==> src/sv/v3a_pkg.sv <==
// Shared types, opcodes and helpers for the three-component vector unit.
// Used by the root pipeline and by the top level vector3_alu.
package v3a_pkg;

   // width of unsaturated intermediate results
   localparam int WIDE_W = 66;

   // steps of the integer square root (64-bit radicand, 32-bit root)
   localparam int SQ_STEPS = 32;

   typedef logic signed [31:0]       q_type;
   typedef logic signed [WIDE_W-1:0] wide_type;

   typedef enum logic [4:0] {
      OP_ADDV       = 5'd0,
      OP_ADDS       = 5'd1,
      OP_SUBV       = 5'd2,
      OP_SUBS       = 5'd3,
      OP_MULV       = 5'd4,
      OP_MULS       = 5'd5,
      OP_DIVV       = 5'd6,
      OP_DIVS       = 5'd7,
      OP_DOT        = 5'd8,
      OP_CROSS      = 5'd9,
      OP_MAG        = 5'd10,
      OP_MAGSQ      = 5'd11,
      OP_DIST       = 5'd12,
      OP_DISTSQ     = 5'd13,
      OP_NORM       = 5'd14,
      OP_NORMSAFE   = 5'd15,
      OP_SETMAG     = 5'd16,
      OP_SETMAGSAFE = 5'd17,
      OP_LIMITS     = 5'd18,
      OP_LIMITV     = 5'd19,
      OP_EQUAL      = 5'd20
   } op_type;

   localparam q_type Q_MAX = 32'sh7fff_ffff;
   localparam q_type Q_MIN = 32'sh8000_0000;

   // request context carried alongside the root pipeline
   typedef struct packed {
      op_type          op;
      q_type [2:0]     a;
      q_type [2:0]     b;
      q_type           s;
      wide_type [2:0]  r;
      q_type           sc;
      logic            sc_ov;
   } c_side_type;

   // request context carried alongside the divide pipeline
   typedef struct packed {
      op_type          op;
      q_type [2:0]     a;
      wide_type [2:0]  r;
      q_type           sc;
      logic            sc_ov;
      q_type           mult;
      logic            do_div;
      logic            pass_a;
      logic [2:0]      q_neg;
      logic [2:0]      dz;
      q_type [2:0]     dz_val;
   } d_side_type;

   // context after the quotients are saturated
   typedef struct packed {
      op_type          op;
      q_type [2:0]     a;
      wide_type [2:0]  r;
      q_type           sc;
      logic            sc_ov;
      q_type           mult;
      logic            pass_a;
      q_type [2:0]     n;
      logic            ov_q;
      logic            dz_q;
   } e_side_type;

   // saturate to 32 bits: {saturated flag, value}
   function automatic logic [32:0] sat32(input wide_type v);
      logic [32:0] res;
      if (v > wide_type'(Q_MAX)) begin
         res = {1'b1, Q_MAX};
      end else if (v < wide_type'(Q_MIN)) begin
         res = {1'b1, Q_MIN};
      end else begin
         res = {1'b0, v[31:0]};
      end
      return res;
   endfunction

endpackage

==> src/sv/v3a_sqrt.sv <==
// Pipelined floor integer square root, one result bit per stage.
// Depends on v3a_pkg for the step count.
module v3a_sqrt (
   input  logic        clock,
   input  logic        enable,
   input  logic [63:0] rad_in,
   output logic [31:0] root_out
);
   import v3a_pkg::*;

   logic [33:0] rem_ff  [SQ_STEPS-1];
   logic [63:0] rad_ff  [SQ_STEPS-1];
   logic [31:0] root_ff [SQ_STEPS];

   for (genvar k = 0; k < SQ_STEPS; k++) begin : g_step
      logic [33:0] rem_prev;
      logic [63:0] rad_prev;
      logic [31:0] root_prev;
      logic [35:0] t_w;
      logic [35:0] trial_w;
      logic        ge_w;
      logic [31:0] root_in;

      if (k == 0) begin : g_first
         assign rem_prev  = '0;
         assign rad_prev  = rad_in;
         assign root_prev = '0;
      end else begin : g_next
         assign rem_prev  = rem_ff[k-1];
         assign rad_prev  = rad_ff[k-1];
         assign root_prev = root_ff[k-1];
      end

      // bring down two radicand bits, try root*4+1
      assign t_w     = {rem_prev, rad_prev[63:62]};
      assign trial_w = {2'b00, root_prev, 2'b01};
      assign ge_w    = (t_w >= trial_w);
      assign root_in = {root_prev[30:0], ge_w};

      always_ff @(posedge clock) begin
         if (enable) begin
            root_ff[k] <= root_in;
         end
      end

      if (k < SQ_STEPS - 1) begin : g_carry
         logic [33:0] rem_in;
         assign rem_in = ge_w ? 34'(t_w - trial_w) : t_w[33:0];
         always_ff @(posedge clock) begin
            if (enable) begin
               rem_ff[k] <= rem_in;
               rad_ff[k] <= {rad_prev[61:0], 2'b00};
            end
         end
      end
   end

   assign root_out = root_ff[SQ_STEPS-1];

endmodule

==> config.mk <==
export PLATFORM = sky130hd
export DESIGN_NAME = v3a_sqrt
export DESIGN_NICKNAME = d
export VERILOG_FILES = /design/src/sv/v3a_pkg.sv /design/src/sv/v3a_sqrt.sv
export SDC_FILE = /design/constraint.sdc
export NUM_CORES = 2
export LEC_CHECK = 0
export BUFFER_PORTS_ARGS = -buffer_cell sky130_fd_sc_hd__buf_4
export CORE_ASPECT_RATIO = 0.75
export CORE_UTILIZATION = 40
export DETAILED_ROUTE_END_ITERATION = 16
export PLACE_DENSITY = 0.64
export SKIP_LAST_GASP = 1
export SLEW_MARGIN = 20
export SYNTH_ARGS = -nofsm -noshare
export SYNTH_HDL_FRONTEND = slang
export SYNTH_SLANG_ARGS = --single-unit
==> constraint.sdc <==
create_clock -name clock -period 3.5 [get_ports clock]
set_input_delay 0.7 -clock clock [delete_from_list [all_inputs] [get_ports clock]]
set_output_delay 0.7 -clock clock [all_outputs]
set_load 0.02 [all_outputs]
==> results_dict.tcl <==
set metrics [dict create \
    layout_common_cells "edfxtp_1 (2523), inv_1 (733), nand2_1 (717)" \
    crit_fanout 49 \
    avgSynthCellArea_um2 12.8 \
    p_per_area_nw_per_um2 643 \
    ys_seq_elements 2523 \
    synth_top_flop_cell "edfxtp_1" \
    io_pins 98 \
    drtPass1Iterations 6 \
    ys_seq_area_share_pct 64.3 \
    cp.arrival_ps 3990 \
    cts_sinks 2523 \
    viasPerCell 5.23 \
    setup_viol 0 \
    endpoint_kind "flop" \
    fp.dieH_um 472 \
    synth_area_um2 118000 \
    totalWireLength_um 254000 \
    async_flop_share_pct 0 \
    slew_headroom_pct 45.0 \
    fp.dieW_um 629 \
    crit_required_ps 4100 \
    grt_usage_pct 16.8 \
    vdd_drop_max_mv 0.436 \
    layout_commonest_cell "edfxtp_1" \
    grt_overflow_total 0 \
    reg2reg_from "root_ff[1][353]" \
    nNetsFinal 10500 \
    period_needed_ps 3390 \
    gp_congestion 0.898 \
    final_max_slew_viol_count 0 \
    cts_root_buf "clkbuf_16" \
    syn_inst 9224 \
    p_leak_nw 51.4 \
    crit_chain "inv_1, ha_1, o21ai_0, a21oi_1, o21ai_0, a31oi_1, o21ai_0, nand3_1, nand2_2, buf_12, mux2_2" \
    critPathMaxStageDelay_ps 430 \
    cts_inserted_buffers 268 \
    rows 172 \
    cts_tree "done" \
    hold_path.class "in -> reg" \
    syn-num-nets 9852 \
    clkLatencyLatePin_ps 860 \
    synth-edff-count 2523 \
    reg2reg_slack_ps 110 \
    rsz0062_at_grt "true" \
    min_path_cells 1 \
    htree_levels 5 \
    fill_cells 26000 \
    drive_above_1_share_pct 10.1 \
    dp_hpwl_um 184000 \
    fin_tns_setup_ps 0 \
    drt_iter0_markers 6262 \
    antenna_found_initial 5 \
    period_share_pct 96.7 \
    worst_clock_skew_ps 74.7 \
    worstSetupPathType "reg -> reg" \
    rr_worst_depth 11 \
    path_common_cell "o21ai_0" \
    path_clk_slew_ps 60 \
    start_util_pct 40.2 \
    yosys_warnings 0 \
    worst_pin_slew_ps 818 \
    hold_viol_final 0 \
    fin_worst_hold_slack_ps 66.5 \
    portBuffers 97 \
    grt_pass1_wl_um 400000 \
    worst_setup_path_start_kind "flop" \
    status "complete, no violations" \
    crit_slowest_cell "edfxtp_1" \
    holdCritStartpoint "rad_in[14]" \
    grt_max_degree 146 \
    ant_nets 0 \
    wl_per_cell_um 18.2 \
    core_area_um2 293000 \
    drc 0 \
    grt_pass1_vias 70900 \
    vias 72900 \
    holdPathEnd "rad_ff[0][14]" \
    cts_buffer_depth 4 \
    maxCapViolCount 0 \
    die-area_um2 297000 \
    area_growth_pct 14.9 \
    max_freq_ghz 0.295 \
    synth_cell_types 85 \
    timing.rr.end "rem_ff[14][4]" \
]
==> state kept, by name, indices dropped and copies added (netlist names) <==
name     cells
rem_ff    1003
rad_ff     992
root_ff    528
==> cells by family after synthesis <==
logic type               Yosys count  share of synthesized area (%)
adder cells (fa/ha/maj)          562                           5.97
other                              1                        0.00318
XOR/XNOR                         840                           6.24
multiplexers                      46                          0.429
buffers and inverters            932                           2.98
AO/OA/AOI/OAI                   1910                           10.0
AND/OR/NAND/NOR                 2410                           10.1
flip-flops                      2523                           64.3
==> power breakdown <==
part           total (mW)  internal [mW]  switching [mW]
Sequential           40.7           38.2            2.46
Combinational        18.6           7.80            10.8
Clock                27.9           16.3            11.6
==> layout make-up <==
| type | instances | area, µm² | area share [%] |
|---|---|---|---|
| flip-flops and latches | 2523 | 75800 | 55.9 |
| well taps | 3915 | 4900 | 3.62 |
| clock inverters | 147 | 1460 | 1.07 |
| diodes | 2 | 5.00 | 0.00369 |
| repair buffers | 523 | 4570 | 3.37 |
| clock buffers | 322 | 7080 | 5.23 |
| multi-input cells | 5769 | 38900 | 28.7 |
| inverters | 738 | 2770 | 2.05 |
==> synthesized netlist by cell type, types with 45 or more instances <==
library cell,number,share of area (%)
nor4_1,118,0.63
ha_1,562,6.0
nor3_1,234,0.99
edfxtp_1,2523,64
clkbuf_1,178,0.57
nand2_1,718,2.3
nand4_1,107,0.57
o21bai_1,67,0.43
nand3_1,143,0.61
a211oi_1,52,0.33
o211ai_1,45,0.29
nand2b_1,116,0.62
o21ai_0,570,2.4
nor2_1,487,1.6
or2_2,47,0.25
a21o_1,212,1.4
or4_1,52,0.33
a31oi_1,57,0.30
o21a_1,99,0.63
or3_1,95,0.50
and3_1,63,0.33
a21oi_1,527,2.2
o31ai_1,76,0.48
inv_1,734,2.3
xor2_1,425,3.2
nor2b_1,82,0.44
xnor2_1,415,3.1
==> worst max path at each step <==
| stage | from | to | slack, ps |
|---|---|---|---|
| CTS | root_ff[1][64] | rem_ff[9][34] | 20 |
| finish | root_ff[1][353] | rem_ff[14][4] | 110 |
| floorplan | rem_ff[5][16] | rem_ff[5][53] | 60 |
| global placement | rem_ff[2][0] | rem_ff[2][63] | 7 |
| detailed placement | rem_ff[4][23] | rem_ff[4][62] | -10 |
| global route | rem_ff[3][56] | rem_ff[4][32] | -50 |
==> repair_timing <==
item	4_1_cts	5_1_grt
pin swaps	0	4
setup buffers	0	5
gates resized for setup	3	61
endpoints found under the hold margin	56	0
hold buffers	56	0
setup endpoints to repair	8	274
==> critical path, delay by kind of cell, from the launching register on <==
kind / cells / cell delay [ps]
AO/OA/AOI/OAI: 5 / 1340
multiplexers: 1 / 360
adder cells (fa/ha/maj): 1 / 260
AND/OR/NAND/NOR: 2 / 410
flip-flops: 1 / 430
buffers and inverters: 2 / 330
==> per-layer routing <==
metal / wire length (µm) / track usage (%) / vias to the layer above / part of all wire (%)
met5: 24 / 0 / - / 0.0095
met4: 5510 / 4.09 / 4 / 2.2
met3: 12800 / 2.35 / 389 / 5.0
met2: 112000 / 26.1 / 1813 / 44
met1: 123000 / 24.7 / 35400 / 49
li1: - / - / 35300 / -
==> per-stage QoR <==
| stage | power [mW] | cell area [µm²] | std cells | utilization, % | worst slack (ps) |
|---|---|---|---|---|---|
| after global placement | 59.2 | 126000 | 13400 | 43.0 | 7.02 |
| after detailed placement | 59.5 | 126000 | 13400 | 43.0 | -10.6 |
| after CTS | 87.9 | 135000 | 13900 | 46.2 | 21.7 |
| after floorplan | 52.9 | 118000 | 9224 | - | 62.0 |
| final | 87.1 | 135000 | 13900 | 46.3 | 115 |
| after global routing | 91.6 | 135000 | 13900 | 46.3 | -45.2 |
(Power assumes the default switching activity.)
